## src/rtl/core/ps2tx_pkg.sv

```systemverilog
// shared types, phase codes and register indexes for the ps2 host byte transmitter
`timescale 1ns / 1ps

package ps2tx_pkg;

    // payload layout
    localparam int DataBits     = 8;
    localparam int CountWidth   = 14;
    localparam int ErrWidth     = 4;
    localparam int PhaseWidth   = 4;
    localparam int BitIdxWidth  = 3;
    localparam int CfgIdxWidth  = 2;
    localparam int CfgDataWidth = 14;
    localparam int InDataWidth  = 16;
    localparam int OutDataWidth = 8;

    // register indexes on the configuration port
    localparam logic [CfgIdxWidth-1:0] REG_INHIBIT_TIME    = 2'd0;
    localparam logic [CfgIdxWidth-1:0] REG_SETUP_DELAY     = 2'd1;
    localparam logic [CfgIdxWidth-1:0] REG_REQUEST_TIMEOUT = 2'd2;
    localparam logic [CfgIdxWidth-1:0] REG_EDGE_TIMEOUT    = 2'd3;

    // register reset values
    localparam logic [9:0]  INHIBIT_TIME_RST    = 10'd100;
    localparam logic [7:0]  SETUP_DELAY_RST     = 8'd15;
    localparam logic [13:0] REQUEST_TIMEOUT_RST = 14'd10000;
    localparam logic [9:0]  EDGE_TIMEOUT_RST    = 10'd50;

    // send sequence phases
    localparam logic [PhaseWidth-1:0] PH_IDLE       = 4'd0;
    localparam logic [PhaseWidth-1:0] PH_INHIBIT    = 4'd1;
    localparam logic [PhaseWidth-1:0] PH_REQ        = 4'd2;
    localparam logic [PhaseWidth-1:0] PH_BIT_SETUP  = 4'd3;
    localparam logic [PhaseWidth-1:0] PH_BIT_HI     = 4'd4;
    localparam logic [PhaseWidth-1:0] PH_BIT_LO     = 4'd5;
    localparam logic [PhaseWidth-1:0] PH_PAR_SETUP  = 4'd6;
    localparam logic [PhaseWidth-1:0] PH_PAR_HI     = 4'd7;
    localparam logic [PhaseWidth-1:0] PH_PAR_LO     = 4'd8;
    localparam logic [PhaseWidth-1:0] PH_STOP_SETUP = 4'd9;
    localparam logic [PhaseWidth-1:0] PH_ACK_DATA   = 4'd10;
    localparam logic [PhaseWidth-1:0] PH_ACK_CLK    = 4'd11;
    localparam logic [PhaseWidth-1:0] PH_IDLE_CLK   = 4'd12;
    localparam logic [PhaseWidth-1:0] PH_IDLE_DATA  = 4'd13;

    // error codes
    localparam logic [ErrWidth-1:0] ERR_OK           = 4'd0;
    localparam logic [ErrWidth-1:0] ERR_REQUEST      = 4'd1;
    localparam logic [ErrWidth-1:0] ERR_BIT_CLK_HI   = 4'd2;
    localparam logic [ErrWidth-1:0] ERR_BIT_CLK_LO   = 4'd3;
    localparam logic [ErrWidth-1:0] ERR_PAR_CLK_HI   = 4'd4;
    localparam logic [ErrWidth-1:0] ERR_PAR_CLK_LO   = 4'd5;
    localparam logic [ErrWidth-1:0] ERR_ACK_DATA     = 4'd6;
    localparam logic [ErrWidth-1:0] ERR_ACK_CLK      = 4'd7;
    localparam logic [ErrWidth-1:0] ERR_IDLE_CLK     = 4'd8;
    localparam logic [ErrWidth-1:0] ERR_IDLE_DATA    = 4'd9;

    // transmitter state carried from tick to tick
    typedef struct packed {
        logic [PhaseWidth-1:0]  phase;
        logic [BitIdxWidth-1:0] bit_index;
        logic [DataBits-1:0]    shift_byte;
        logic                   odd_parity;
        logic [CountWidth-1:0]  tick_count;
        logic [ErrWidth-1:0]    last_error;
        logic                   clk_drive;
        logic                   dat_drive;
    } ps2tx_state_t;

    // timing registers
    typedef struct packed {
        logic [9:0]  inhibit_time;
        logic [7:0]  setup_delay;
        logic [13:0] request_timeout;
        logic [9:0]  edge_timeout;
    } ps2tx_cfg_t;

    // sampled line levels and start request of one tick
    typedef struct packed {
        logic                start_send;
        logic [DataBits-1:0] tx_byte;
        logic                clk_hi;
        logic                dat_hi;
    } ps2tx_tick_t;

endpackage

```

## src/rtl/core/ps2_host_byte_transmitter_unit.sv

```systemverilog
// top level of the ps2 host-to-device byte transmitter
//
//  channel   direction  handshake            payload
//  s_        in         s_tvalid/s_tready    s_tdata: one microsecond tick of line samples
//  m_        out        m_tvalid/m_tready    m_tdata: line drives, busy, error; m_tlast: send end
//  cfg_      in         cfg_wr_en            cfg_wr_index, cfg_wr_data: timing registers
//
// the state update for a tick sits between the
// state registers and the result register, so a tick can be taken every cycle
// while m_tready is high; the result appears in the cycle after its request.
// a stalled result holds in the output register and s_tready drops until it is taken.
// aresetn is synchronous and active low; it returns the sequence to idle and
// restores the timing registers to their defaults.
`timescale 1ns / 1ps

module ps2_host_byte_transmitter_unit (
    input  logic                                  aclk,
    input  logic                                  aresetn,
    // start_send [0], tx_byte [8:1], clock_line [9], data_line [10], zero [15:11]
    input  logic [ps2tx_pkg::InDataWidth-1:0]     s_tdata,
    input  logic                                  s_tvalid,
    output logic                                  s_tready,
    // clock_pull_low [0], data_pull_low [1], busy_res [2], error_code [6:3], zero [7]
    output logic [ps2tx_pkg::OutDataWidth-1:0]    m_tdata,
    output logic                                  m_tlast,
    output logic                                  m_tvalid,
    input  logic                                  m_tready,
    input  logic                                  cfg_wr_en,
    input  logic [ps2tx_pkg::CfgIdxWidth-1:0]     cfg_wr_index,
    input  logic [ps2tx_pkg::CfgDataWidth-1:0]    cfg_wr_data
);

    ps2tx_pkg::ps2tx_state_t               state_reg;
    ps2tx_pkg::ps2tx_state_t               state_next;
    ps2tx_pkg::ps2tx_cfg_t                 cfg_reg;
    ps2tx_pkg::ps2tx_tick_t                tick;
    logic                                  done_next;
    logic                                  s_accept;
    logic [ps2tx_pkg::OutDataWidth-1:0]    m_tdata_reg;
    logic [ps2tx_pkg::OutDataWidth-1:0]    m_tdata_next;
    logic                                  m_tlast_reg;
    logic                                  m_tvalid_reg;

    // unpack the incoming tick
    assign tick.start_send = s_tdata[0];
    assign tick.tx_byte    = s_tdata[8:1];
    assign tick.clk_hi     = s_tdata[9];
    assign tick.dat_hi     = s_tdata[10];

    assign s_tready = !m_tvalid_reg || m_tready;
    assign s_accept = s_tvalid && s_tready;

    // timing registers
    always_ff @(posedge aclk) begin
        if (!aresetn) begin
            cfg_reg.inhibit_time    <= ps2tx_pkg::INHIBIT_TIME_RST;
            cfg_reg.setup_delay     <= ps2tx_pkg::SETUP_DELAY_RST;
            cfg_reg.request_timeout <= ps2tx_pkg::REQUEST_TIMEOUT_RST;
            cfg_reg.edge_timeout    <= ps2tx_pkg::EDGE_TIMEOUT_RST;
        end else if (cfg_wr_en) begin
            case (cfg_wr_index)
                ps2tx_pkg::REG_INHIBIT_TIME:    cfg_reg.inhibit_time    <= cfg_wr_data[9:0];
                ps2tx_pkg::REG_SETUP_DELAY:     cfg_reg.setup_delay     <= cfg_wr_data[7:0];
                ps2tx_pkg::REG_REQUEST_TIMEOUT: cfg_reg.request_timeout <= cfg_wr_data;
                ps2tx_pkg::REG_EDGE_TIMEOUT:    cfg_reg.edge_timeout    <= cfg_wr_data[9:0];
                default: ;
            endcase
        end
    end

    ps2tx_step u_step (
        .state_i (state_reg),
        .cfg_i   (cfg_reg),
        .tick_i  (tick),
        .state_o (state_next),
        .done_o  (done_next)
    );

    // result built from the state after this tick
    assign m_tdata_next = {1'b0,
                           state_next.last_error,
                           (state_next.phase != ps2tx_pkg::PH_IDLE),
                           state_next.dat_drive,
                           state_next.clk_drive};

    // sequence state
    always_ff @(posedge aclk) begin
        if (!aresetn) begin
            state_reg.phase      <= ps2tx_pkg::PH_IDLE;
            state_reg.bit_index  <= '0;
            state_reg.shift_byte <= '0;
            state_reg.odd_parity <= 1'b1;
            state_reg.tick_count <= '0;
            state_reg.last_error <= ps2tx_pkg::ERR_OK;
            state_reg.clk_drive  <= 1'b0;
            state_reg.dat_drive  <= 1'b0;
        end else if (s_accept) begin
            state_reg <= state_next;
        end
    end

    // output register
    always_ff @(posedge aclk) begin
        if (!aresetn) begin
            m_tvalid_reg <= 1'b0;
        end else if (s_accept) begin
            m_tvalid_reg <= 1'b1;
        end else if (m_tready) begin
            m_tvalid_reg <= 1'b0;
        end
    end

    always_ff @(posedge aclk) begin
        if (s_accept) begin
            m_tdata_reg <= m_tdata_next;
            m_tlast_reg <= done_next;
        end
    end

    assign m_tvalid = m_tvalid_reg;
    assign m_tdata  = m_tdata_reg;
    assign m_tlast  = m_tlast_reg;

endmodule

```

## src/rtl/core/ps2tx_step.sv

```systemverilog
// next-state logic of the send sequence for one microsecond tick
`timescale 1ns / 1ps

module ps2tx_step (
    input  ps2tx_pkg::ps2tx_state_t state_i,
    input  ps2tx_pkg::ps2tx_cfg_t   cfg_i,
    input  ps2tx_pkg::ps2tx_tick_t  tick_i,
    output ps2tx_pkg::ps2tx_state_t state_o,
    output logic                    done_o
);

    // abort or finish: release both lines and go idle
    function automatic ps2tx_pkg::ps2tx_state_t end_send(
        input ps2tx_pkg::ps2tx_state_t st,
        input logic [ps2tx_pkg::ErrWidth-1:0] code
    );
        ps2tx_pkg::ps2tx_state_t r;
        r            = st;
        r.clk_drive  = 1'b0;
        r.dat_drive  = 1'b0;
        r.phase      = ps2tx_pkg::PH_IDLE;
        r.tick_count = '0;
        r.last_error = code;
        return r;
    endfunction

    // one tick of a line wait with timeout
    function automatic ps2tx_pkg::ps2tx_state_t line_wait(
        input ps2tx_pkg::ps2tx_state_t st,
        input logic ok,
        input logic [ps2tx_pkg::CountWidth-1:0] limit,
        input logic [ps2tx_pkg::PhaseWidth-1:0] nxt,
        input logic [ps2tx_pkg::ErrWidth-1:0] code
    );
        ps2tx_pkg::ps2tx_state_t r;
        logic [ps2tx_pkg::CountWidth-1:0] cnt;
        r   = st;
        cnt = st.tick_count + 1'b1;
        if (ok) begin
            r.phase      = nxt;
            r.tick_count = '0;
        end else if (cnt >= limit) begin
            r = end_send(st, code);
        end else begin
            r.tick_count = cnt;
        end
        return r;
    endfunction

    logic [ps2tx_pkg::CountWidth-1:0] edge_limit;
    logic [ps2tx_pkg::CountWidth-1:0] setup_limit;
    logic [ps2tx_pkg::CountWidth-1:0] inhibit_limit;
    logic [ps2tx_pkg::CountWidth-1:0] cnt_inc;
    logic                             setup_done;
    logic                             cur_bit;

    assign edge_limit    = {4'd0, cfg_i.edge_timeout};
    assign setup_limit   = {6'd0, cfg_i.setup_delay};
    assign inhibit_limit = {4'd0, cfg_i.inhibit_time};
    assign cnt_inc       = state_i.tick_count + 1'b1;
    assign setup_done    = (state_i.tick_count >= setup_limit);
    assign cur_bit       = state_i.shift_byte[state_i.bit_index];

    // phase sequencing
    always_comb begin
        state_o = state_i;
        case (state_i.phase)
            ps2tx_pkg::PH_IDLE: begin
                if (tick_i.start_send) begin
                    state_o.shift_byte = tick_i.tx_byte;
                    state_o.bit_index  = '0;
                    state_o.odd_parity = 1'b1;
                    state_o.tick_count = '0;
                    state_o.last_error = ps2tx_pkg::ERR_OK;
                    state_o.clk_drive  = 1'b1;
                    state_o.dat_drive  = 1'b0;
                    state_o.phase      = ps2tx_pkg::PH_INHIBIT;
                end
            end
            ps2tx_pkg::PH_INHIBIT: begin
                if (cnt_inc >= inhibit_limit) begin
                    state_o.clk_drive  = 1'b0;
                    state_o.dat_drive  = 1'b1;
                    state_o.tick_count = '0;
                    state_o.phase      = ps2tx_pkg::PH_REQ;
                end else begin
                    state_o.tick_count = cnt_inc;
                end
            end
            ps2tx_pkg::PH_REQ: begin
                state_o = line_wait(state_i, !tick_i.clk_hi, cfg_i.request_timeout,
                                    ps2tx_pkg::PH_BIT_SETUP, ps2tx_pkg::ERR_REQUEST);
            end
            ps2tx_pkg::PH_BIT_SETUP: begin
                if (setup_done) begin
                    state_o.tick_count = '0;
                    state_o.odd_parity = state_i.odd_parity ^ cur_bit;
                    state_o.dat_drive  = ~cur_bit;
                    state_o.phase      = ps2tx_pkg::PH_BIT_HI;
                end else begin
                    state_o.tick_count = cnt_inc;
                end
            end
            ps2tx_pkg::PH_BIT_HI: begin
                state_o = line_wait(state_i, tick_i.clk_hi, edge_limit,
                                    ps2tx_pkg::PH_BIT_LO, ps2tx_pkg::ERR_BIT_CLK_HI);
            end
            ps2tx_pkg::PH_BIT_LO: begin
                state_o = line_wait(state_i, !tick_i.clk_hi, edge_limit,
                                    ps2tx_pkg::PH_BIT_SETUP, ps2tx_pkg::ERR_BIT_CLK_LO);
                // after the falling edge move to the next bit or to parity
                if (!tick_i.clk_hi) begin
                    if (state_i.bit_index == ps2tx_pkg::BitIdxWidth'(ps2tx_pkg::DataBits - 1))
                    begin
                        state_o.bit_index = '0;
                        state_o.phase     = ps2tx_pkg::PH_PAR_SETUP;
                    end else begin
                        state_o.bit_index = state_i.bit_index + 1'b1;
                    end
                end
            end
            ps2tx_pkg::PH_PAR_SETUP: begin
                if (setup_done) begin
                    state_o.tick_count = '0;
                    state_o.dat_drive  = ~state_i.odd_parity;
                    state_o.phase      = ps2tx_pkg::PH_PAR_HI;
                end else begin
                    state_o.tick_count = cnt_inc;
                end
            end
            ps2tx_pkg::PH_PAR_HI: begin
                state_o = line_wait(state_i, tick_i.clk_hi, edge_limit,
                                    ps2tx_pkg::PH_PAR_LO, ps2tx_pkg::ERR_PAR_CLK_HI);
            end
            ps2tx_pkg::PH_PAR_LO: begin
                state_o = line_wait(state_i, !tick_i.clk_hi, edge_limit,
                                    ps2tx_pkg::PH_STOP_SETUP, ps2tx_pkg::ERR_PAR_CLK_LO);
            end
            ps2tx_pkg::PH_STOP_SETUP: begin
                if (setup_done) begin
                    state_o.tick_count = '0;
                    state_o.dat_drive  = 1'b0;
                    state_o.phase      = ps2tx_pkg::PH_ACK_DATA;
                end else begin
                    state_o.tick_count = cnt_inc;
                end
            end
            ps2tx_pkg::PH_ACK_DATA: begin
                state_o = line_wait(state_i, !tick_i.dat_hi, edge_limit,
                                    ps2tx_pkg::PH_ACK_CLK, ps2tx_pkg::ERR_ACK_DATA);
            end
            ps2tx_pkg::PH_ACK_CLK: begin
                state_o = line_wait(state_i, !tick_i.clk_hi, edge_limit,
                                    ps2tx_pkg::PH_IDLE_CLK, ps2tx_pkg::ERR_ACK_CLK);
            end
            ps2tx_pkg::PH_IDLE_CLK: begin
                state_o = line_wait(state_i, tick_i.clk_hi, edge_limit,
                                    ps2tx_pkg::PH_IDLE_DATA, ps2tx_pkg::ERR_IDLE_CLK);
            end
            ps2tx_pkg::PH_IDLE_DATA: begin
                // data back high completes the send with no error
                if (tick_i.dat_hi) begin
                    state_o = end_send(state_i, ps2tx_pkg::ERR_OK);
                end else begin
                    state_o = line_wait(state_i, 1'b0, edge_limit,
                                        ps2tx_pkg::PH_IDLE, ps2tx_pkg::ERR_IDLE_DATA);
                end
            end
            default: begin
                state_o = end_send(state_i, ps2tx_pkg::ERR_OK);
            end
        endcase
    end

    // a send ends exactly when a busy phase returns to idle
    assign done_o = (state_i.phase != ps2tx_pkg::PH_IDLE) &&
                    (state_o.phase == ps2tx_pkg::PH_IDLE);

endmodule
```

## config.mk

```make
export PLATFORM = sky130hd
export DESIGN_NAME = ps2_host_byte_transmitter_unit
export DESIGN_NICKNAME = d
export VERILOG_FILES = /design/src/rtl/core/ps2tx_pkg.sv /design/src/rtl/core/ps2_host_byte_transmitter_unit.sv /design/src/rtl/core/ps2tx_step.sv
export SDC_FILE = /design/constraint.sdc
export NUM_CORES = 1
export LEC_CHECK = 0
export ABC_AREA = 1
export BUFFER_PORTS_ARGS = -buffer_cell sky130_fd_sc_hd__buf_2
export CORE_UTILIZATION = 45
export DETAILED_ROUTE_END_ITERATION = 10
export GPL_TIMING_DRIVEN = 1
export PLACE_DENSITY_LB_ADDON = 0.1
export SLEW_MARGIN = 20
export SYNTH_ARGS = -nofsm -noshare
export SYNTH_HDL_FRONTEND = slang
export SYNTH_SLANG_ARGS = --single-unit
```

## constraint.sdc

```tcl
create_clock -name aclk -period 4.86 [get_ports aclk]
set_input_delay 0.972 -clock aclk [delete_from_list [all_inputs] [get_ports aclk]]
set_output_delay 0.972 -clock aclk [all_outputs]
set_load 0.02 [all_outputs]
```

==> results of run 1 <==
power by group through the flow:
stage	combinational [mW]	clock, mW	sequential, mW
3_3_place_gp	0.363	0	0.817
2_1_floorplan	0.266	0	0.820
5_1_grt	0.417	0.810	0.808
3_5_place_dp	0.367	0	0.819
6_report	0.372	0.760	0.803
4_1_cts	0.369	0.779	0.803
synth_stat cells, types with 5 or more instances:
master / n / area (um^2)
a21oi_1: 85 / 425
nor2_2: 8 / 50.1
nor2_1: 75 / 282
o21ai_0: 55 / 275
xnor2_1: 5 / 43.8
nand3_1: 49 / 245
inv_1: 113 / 424
clkbuf_1: 18 / 67.6
o21ai_1: 7 / 35.0
dfxtp_1: 79 / 1580
nand4_1: 12 / 75.1
nor2_4: 5 / 56.3
inv_2: 9 / 33.8
nor3_1: 15 / 75.1
edfxtp_1: 8 / 240
ha_1: 46 / 576
nand2_2: 9 / 56.3
o211ai_1: 16 / 120
nand2_1: 160 / 601
worst max path at each step:
stage                             to  slack [ns]         start  cells after the start
after global placement    m_tdata[2]        1.40  state_reg[6]                     14
after CTS                 m_tdata[2]        1.36  state_reg[6]                     14
after global routing      m_tdata[2]        1.04  state_reg[6]                     14
after floorplan              m_tlast        2.10  state_reg[6]                     19
final                     m_tdata[2]        1.30  state_reg[6]                     19
after detailed placement  m_tdata[2]        1.38  state_reg[6]                     14
cells by family after synthesis:
family          count (synthesis)
simple gates                  351
other cells                     1
compound gates                182
flops                          87
fa+ha+maj                      46
xor+xnor                        9
buf+inv                       148
cell type report:
class	count	area share (%)
repair buffers	48	4.03
well taps	168	3.29
clock inverters	3	1.02
clock buffers	13	4.07
flip-flops and latches	87	28.5
inverters	124	7.28
multi-input cells	589	51.8
cells in the final DEF (no fill, tap or decap), types with 12 or more instances in the layout:
master	Yosys	layout
buf_2	1	41
a21oi_1	85	85
nor2_1	75	75
o211ai_1	16	16
nand3_1	49	49
dfxtp_1	79	79
nand2_1	160	160
o21ai_0	55	55
nor3_1	15	15
inv_1	113	113
ha_1	46	46
nand4_1	12	12
layer usage:
layer	part of all wire [%]	vias up	GRT usage, %
met1	51	2471	36.0
met4	0.86	0	5.89
met3	5.8	13	6.30
met2	43	127	38.9
li1	-	2783	-
met5	0	-	0
stage by stage:
step           util [%]  power, mW  worst slack, ns
2_1_floorplan         -       1.09             2.10
3_3_place_gp       49.7       1.18             1.40
3_5_place_dp       49.7       1.19             1.38
4_1_cts            52.3       1.95             1.36
5_1_grt            52.3       2.04             1.04
6_report           52.3       1.93             1.30
worst max-delay path: cells and delay by family (launching register included):
family	cells	cell delay (ns)
compound gates	2	0.14
xor+xnor	1	0.49
fa+ha+maj	2	0.59
buf+inv	1	0.06
flops	1	0.54
simple gates	13	1.47
==> out/qor.yml, run 1 <==
grt_antenna_before_repair: 0
hold_start: "cfg_reg[29]"
cts_buffer_depth: 2
antenna-diode-count: 0
syn2layout_area_growth_pct: 11.8
postCtsSetupBuffers: 0
synth_xor_area_share_pct: 1.38
final-hold-violation-count: 0
yosys_warnings: 0
drc: 0
synth_top_family_by_area: "simple AND/OR/NAND/NOR gates"
ios: 48
crit_fanout: 7
start_kind: "register"
r2r-start: "state_reg[6]"
via_count: 5394
ff_latch_area_mm2: 0.00182
reg2reg_slack_ns: 1.30
drv_cap: 0
async_flop_share_pct: 0
place_area_mm2: 0.00606
leakagePower_nw: 3.02
cp.arrival_ns: 3.65
finalNonFillerCells: 1032
path_common_cell: "nand2_1"
power.density_mw_per_mm2: 303
coreArea_mm2: 0.0122
synth_cells: 824
numCtsBuffers: 9
totalWireLength_um: 15600
grt_overflow: 0
min_period_over_period_pct: 73.2
worstMarginPinSlew_ns: 0.765
synth.avg_cell_area_um2: 6.93
slew_headroom_pct: 48.6
fmaxAchievable_mhz: 281
fp.dieW_um: 115
holdWs_ns: 0.456
p_int_mw: 1.38
synthesis.nets: 907
r2r-end: "m_tdata[2]"
critical_path.cell_chain: "ha_1 > inv_1 > nor2_2 > xor2_1 > ha_1 > nand2_1 > a21oi_1 > nor2_1 > nand2_1 > nand2_1 > nand2_1 > nor2_1 > nand2_1 > nand2_1 > o21ai_1 > nor2_1 > nand3b_1 > nor2_1 > nand2_1"
vias_per_cell: 5.23
htree_levels: 3
synth.cell_area_mm2: 0.00571
clock_latency_ns: 0.35
synth-seq-cells: 87
worstHoldPathType: "reg -> reg"
fill_cells: 1265
finalSetupViolations: 0
synth_edf_count: 8
critPathKind: "reg -> reg"
drt-initial-drc-count: 317
status: "finished, final reports clean"
pwr-share-seq_pct: 41.5
yosys.area_share.adder_pct: 10.1
power_frac_comb_pct: 19.2
multi_input_area_mm2: 0.00331
ys_types: 45
hpwl_um: 11900
wl_per_cell_um: 15.1
whs_endpoint: "cfg_reg[29]"
drv_slew: 0
grt_max_degree: 46
root_buffer: "clkbuf_16"
required_ns: 4.95
p_sw_share_pct: 28.9
port_buffers: 41
die_h_um: 115
finalInstanceArea_mm2: 0.00639
final_nets: 942
cts-hold-fix-buffers: 0
reg2regPathDepth: 19
worstSetupEndpointType: "register"
crit_path_top_delay_cell: "dfxtp_1"
p_sw_mw: 0.560
first_pass_iters: 5
slowest_delay_ns: 0.54
rsz0062_at_grt: "no"
cts.clk_slew.worst_paths_ns: 0.06
min_period_ns: 3.56
grt_pass1_wl_um: 25500
grt_pass1_vias: 5034
cts_resized: 0
initial_utilization_pct: 46.8
largest_reg_flops: 42
synthSimpleGateAreaFrac_pct: 28.5
vdd_drop_max_uv: 284
synth_compound_area_share_pct: 17.9
power_frac_clock_pct: 39.3
cts_tree: "yes"
synthMuxAreaShare_pct: 0
finalClockSkew_ns: 0.00690
gp_congestion: 0.970
drive_gt1_share_pct: 12.8
drtAntennaViolNets: 0
fp-row-count: 40
grtUsageTotal_pct: 25.5
clock-sinks: 87
timing.setup.tns_ns: 0
synth_ff_type: "dfxtp_1"
ys_seq_area_share_pct: 31.9
hold_depth: 2
placedCellCount: 1016
die-area_mm2: 0.0132
No activity file was read; power rests on OpenSTA's default activity.
==> run 2: changes to the inputs <==
==> constraint.sdc (replaced) <==
create_clock -name aclk -period 3.1 [get_ports aclk]
set_input_delay 0.62 -clock aclk [delete_from_list [all_inputs] [get_ports aclk]]
set_output_delay 0.62 -clock aclk [all_outputs]
set_load 0.02 [all_outputs]
==> out/qor.yml, run 2 (synthesis results as in run 1) <==
fp-row-count: 40  # unchanged
status: "finished, final reports clean"
crit_buf_inv: 2  # +1
finalClockSkew_ns: 0.0113  # +0.00444 ns
port_buffers: 41  # unchanged
vdd_drop_max_uv: 369  # +30%
hpwl_um: 12900  # +7.9%
antenna-diode-count: 0  # unchanged
die-area_mm2: 0.0132  # unchanged
grt_pass1_vias: 5128  # +1.9%
via_count: 5649  # +4.7%
crit_fanout: 4  # -3
critPathKind: "reg -> reg"
numCtsBuffers: 9  # unchanged
final_common_cell: "nand2_1"
syn2layout_area_growth_pct: 20.1
min_period_over_period_pct: 94.7  # +22 points
worstMarginPinSlew_ns: 0.610  # -0.156 ns
critical_path.cell_chain: "nand2_1 > nor2_2 > buf_4 > nand2_1 > xnor2_2 > buf_4 > ha_1 > nand2_1 > nor2_1 > nor2_1 > nand2_1 > nor2_4 > nand2_2 > nand2_1 > o21ai_2 > nor2_1 > nand3b_1 > nor2_1 > nand2_2"
worstSetupEndpointType: "register"
drt-met1-wl_um: 8590  # +8.5%
final_nets: 992  # +5.3%
wl_met2_um: 6970  # +5.1%
required_ns: 3.19  # -1.76 ns
cts_buffer_depth: 2  # unchanged
p_total_mw: 3.02  # +56%
clock_latency_ns: 0.36  # about the same
slew_headroom_pct: 59.2  # +11 points
start_kind: "register"
crit_path_top_delay_cell: "dfxtp_4"
grt_overflow: 0  # unchanged
fmaxAchievable_mhz: 341  # +21%
grtUsageTotal_pct: 26.6  # +1.1 points
drive_gt1_share_pct: 20.0  # +7.2 points
wl_met3_um: 924  # +2.0%
die_h_um: 115  # unchanged
crit_family: "simple AND/OR/NAND/NOR gates"
gp_congestion: 0.865  # -11%
drt-initial-drc-count: 422  # +33%
drtAntennaViolNets: 0  # unchanged
postCtsSetupBuffers: 0  # unchanged
drv_slew: 0  # unchanged
fill_cells: 1227  # -3.0%
totalWireLength_um: 16600  # +6.6%
clock-sinks: 87  # unchanged
leakagePower_nw: 3.31  # +9.4%
finalSetupViolations: 0  # unchanged
grt_max_degree: 36  # -22%
utilization_pct: 56.2  # +3.9 points
fp.dieW_um: 115  # unchanged
cp.arrival_ns: 3.03  # -0.62 ns
cts-hold-fix-buffers: 0  # unchanged
htree_levels: 3  # unchanged
vias_per_cell: 5.22  # -0.11%
power.density_mw_per_mm2: 441  # +46%
drv_cap: 0  # unchanged
ios: 48  # unchanged
path_common_cell: "nand2_1"
final-hold-violation-count: 0  # unchanged
highest_layer: "met4"
root_buffer: "clkbuf_16"
drc: 0  # unchanged
min_period_ns: 2.94  # -0.621 ns
final_cell_mix: "nand2_1 (156), inv_1 (112), a21oi_1 (84), dfxtp_1 (74), nor2_1 (71)"
wl_per_cell_um: 15.4  # +1.7%
first_pass_iters: 5  # unchanged
grt_antenna_before_repair: 0  # unchanged
worstHoldPathType: "reg -> reg"
cts.clk_slew.worst_paths_ns: 0.06  # about the same
cts_tree: "yes"
largest_reg_flops: 42  # unchanged
slowest_delay_ns: 0.38  # -0.16 ns
cts_resized: 0  # unchanged
initial_utilization_pct: 46.8  # unchanged
coreArea_mm2: 0.0122  # unchanged
grt_pass1_wl_um: 26600  # +4.4%
run 2: layout make-up:
cell class                      instances  area (um^2)  share of cell area (%)
Clock buffer                           10          239                    3.48
Sequential cell                        87         1840                    26.8
Timing Repair Buffer                   98          658                    9.59
Clock inverter                          6         66.3                   0.966
Tap cell                              168          210                    3.06
Multi-Input combinational cell        589         3390                    49.3
Inverter                              124          465                    6.78
run 2: metrics by stage:
stage | area (um^2) | hold WS (ns) | std cells | setup slack [ns] | setup TNS [ns]
global route | 6860 | 0.484 | 1082 | -0.0110 | -0.0110
detailed placement | 6460 | 0.453 | 1066 | 0.0438 | 0
CTS | 6770 | 0.463 | 1082 | 0.0293 | 0
global placement | 6460 | 0.445 | 1066 | 0.0773 | 0
finish | 6860 | 0.460 | 1082 | 0.164 | 0
floorplan | 5710 | 0.433 | 824 | 0.343 | 0
run 2: worst paths after layout:
kind	from	to	slack, ns	cells after the start
worst min-delay path	cfg_reg[28]	cfg_reg[28]	0.46	2
worst min register to register	cfg_reg[28]	cfg_reg[28]	0.46	2
worst max register to register	state_reg[9]	m_tdata[2]	0.16	19
worst max-delay path	state_reg[9]	m_tdata[2]	0.16	19
run 2: report_power, final:
part	switching, mW	internal (mW)
combinational	0.407	0.226
sequential	0.0437	1.21
clock	0.485	0.651
total	0.935	2.09
run 2: metal layers:
layer,vias up,GRT usage (%)
li1,2893,-
met1,2612,39.6
met2,133,39.4
met3,11,5.08
met4,0,5.45
met5,-,0
run 2: tightest hold or removal path, stage by stage (launching register included):
cell and delay [ns]:
dfxtp_1 0.30, inv_1 0.06, a21oi_1 0.05
==> run 3: changes to the inputs <==
--- a/config.mk
+++ b/config.mk
@@ -7,7 +7,9 @@
 export LEC_CHECK = 0
 export ABC_AREA = 1
 export BUFFER_PORTS_ARGS = -buffer_cell sky130_fd_sc_hd__buf_2
-export CORE_UTILIZATION = 45
+export CELL_PAD_IN_SITES_DETAIL_PLACEMENT = 0
+export CELL_PAD_IN_SITES_GLOBAL_PLACEMENT = 1
+export CORE_UTILIZATION = 40
 export DETAILED_ROUTE_END_ITERATION = 10
 export GPL_TIMING_DRIVEN = 1
 export PLACE_DENSITY_LB_ADDON = 0.1
==> out/qor.yml, run 3 (synthesis results as in run 1) <==
status: "finished, final reports clean"
first_pass_iters: 5  # unchanged
drv_slew: 0  # unchanged
port_buffers: 41  # unchanged
finalClockSkew_ns: 0.0106  # -0.000694 ns
grtUsageTotal_pct: 23.3  # -3.3 points
placedCellCount: 1082  # +1.5%
path_common_cell: "nand2_1"
r2r-end: "m_tdata[6]"
via_count: 5618  # -0.55%
cts_buffer_depth: 2  # unchanged
ios: 48  # unchanged
numCtsBuffers: 9  # unchanged
rsz0062_at_grt: "yes"
final_common_cell: "nand2_1"
drt-initial-drc-count: 357  # -15%
worstHoldPathType: "reg -> reg"
worstSetupEndpointType: "register"
largest_reg_flops: 42  # unchanged
timing.setup.tns_ns: 0  # unchanged
grt_max_degree: 36  # unchanged
wl_per_cell_um: 15.2  # -1.2%
cts-hold-fix-buffers: 0  # unchanged
cts_tree: "yes"
final_cell_mix: "nand2_1 (150), inv_1 (110), a21oi_1 (83), dfxtp_1 (74), nor2_1 (66)"
r2r-start: "state_reg[9]"
cts.clk_slew.worst_paths_ns: 0.07  # about the same
min_period_over_period_pct: 96.1  # +1.4 points
leakagePower_nw: 3.38  # +2.2%
critPathKind: "reg -> reg"
coreArea_mm2: 0.0139  # +14%
fp.dieW_um: 122  # +6.0%
power.density_mw_per_mm2: 419  # -4.8%
required_ns: 3.19  # about the same
place_area_mm2: 0.00650  # +0.50%
grt_pass1_wl_um: 26100  # -1.8%
finalSetupViolations: 0  # unchanged
initial_utilization_pct: 41.0  # -5.8 points
hold_depth: 2  # unchanged
finalNonFillerCells: 1107  # +2.3%
critical_path.cell_chain: "buf_4 > nand2_2 > nor2_4 > buf_4 > nand4_1 > nand2_1 > inv_1 > ha_1 > nand2_1 > inv_1 > nand3_1 > nor3_1 > nand2_1 > nand3_2 > nand2_1 > nand2_1 > buf_4 > nand3_2 > o21bai_1 > nand2_1"
fp-row-count: 43  # +7.5%
totalWireLength_um: 16800  # +1.1%
reg2regPathDepth: 20  # +1
finalInstanceArea_mm2: 0.00708  # +3.2%
crit_fanout: 4  # unchanged
die_h_um: 122  # +6.0%
vias_per_cell: 5.07  # -2.8%
drtAntennaViolNets: 0  # unchanged
p_total_mw: 2.97  # -1.8%
utilization_pct: 50.8  # -5.4 points
gp_congestion: 0.938  # +8.4%
crit_path_top_delay_cell: "dfxtp_2"
syn2layout_area_growth_pct: 23.9
slew_headroom_pct: 48.1  # -11 points
fin_ws_ns: 0.122  # -0.0424 ns
reg2reg_slack_ns: 0.12  # -0.04 ns
drc: 0  # unchanged
clock-sinks: 87  # unchanged
place_ws_ns: -0.0117  # -0.0555 ns
clock_latency_ns: 0.35  # about the same
start_kind: "register"
drv_cap: 0  # unchanged
slowest_delay_ns: 0.34  # -0.04 ns
vdd_drop_max_uv: 235  # -36%
hpwl_um: 12700  # -1.0%
min_period_ns: 2.98  # +0.0424 ns
holdWs_ns: 0.454  # -0.00637 ns
final_nets: 1005  # +1.3%
root_buffer: "clkbuf_16"
grt_overflow: 0  # unchanged
htree_levels: 3  # unchanged
worstMarginPinSlew_ns: 0.773  # +0.163 ns
hold_start: "cfg_reg[29]"
grt_antenna_before_repair: 0  # unchanged
antenna-diode-count: 0  # unchanged
cp.arrival_ns: 3.07  # +0.04 ns
whs_endpoint: "cfg_reg[29]"
die-area_mm2: 0.0148  # +12%
final-hold-violation-count: 0  # unchanged
fmaxAchievable_mhz: 336  # -1.4%
grt_pass1_vias: 5058  # -1.4%
drive_gt1_share_pct: 23.1  # +3.1 points
-- run 3: worst max-delay path: cells and delay by family, from the launching register on --
family / cells / cell delay [ns]
AO/OA/AOI/OAI: 1 / 0.19
AND/OR/NAND/NOR: 13 / 1.34
buffers and inverters: 5 / 0.57
flip-flops: 1 / 0.34
adder cells (fa/ha/maj): 1 / 0.28
-- run 3: metal layers --
| metal | wire [um] | vias up | global-route usage, % |
|---|---|---|---|
| li1 | - | 2920 | - |
| met1 | 8450 | 2557 | 34.3 |
| met2 | 7330 | 124 | 34.5 |
| met3 | 794 | 17 | 3.29 |
| met4 | 227 | 0 | 7.64 |
| met5 | 0 | - | 0 |
-- run 3: area by class of cell --
| class | instances | area (um^2) |
|---|---|---|
| fillers | 1456 | 6850 |
| multi-input cells | 590 | 3520 |
| flip-flops and latches | 87 | 1840 |
| repair buffers | 110 | 751 |
| inverters | 124 | 465 |
| clock buffers | 13 | 272 |
| well taps | 180 | 225 |
| clock inverters | 3 | 15.0 |
-- run 3: worst max path at each step --
stage	start	to	slack, ns
2_1_floorplan	state_reg[6]	m_tlast	0.34
3_3_place_gp	state_reg[7]	m_tdata[2]	0.02
3_5_place_dp	state_reg[7]	m_tdata[2]	-0.01
4_1_cts	state_reg[6]	m_tdata[2]	0.005
5_1_grt	state_reg[7]	m_tdata[6]	-0.07
6_report	state_reg[9]	m_tdata[6]	0.12
-- run 3: report_power, final --
part | total, mW | switching [mW] | internal [mW]
combinational | 0.658 | 0.415 | 0.243
clock | 1.06 | 0.445 | 0.611
sequential | 1.25 | 0.0426 | 1.21
total | 2.97 | 0.903 | 2.07
-- run 3: timing repair --
item	in CTS	in global routing
gates cloned	0	1
gates resized for setup	4	54
setup endpoints to repair	4	27
pin swaps	0	22
setup buffers	0	8
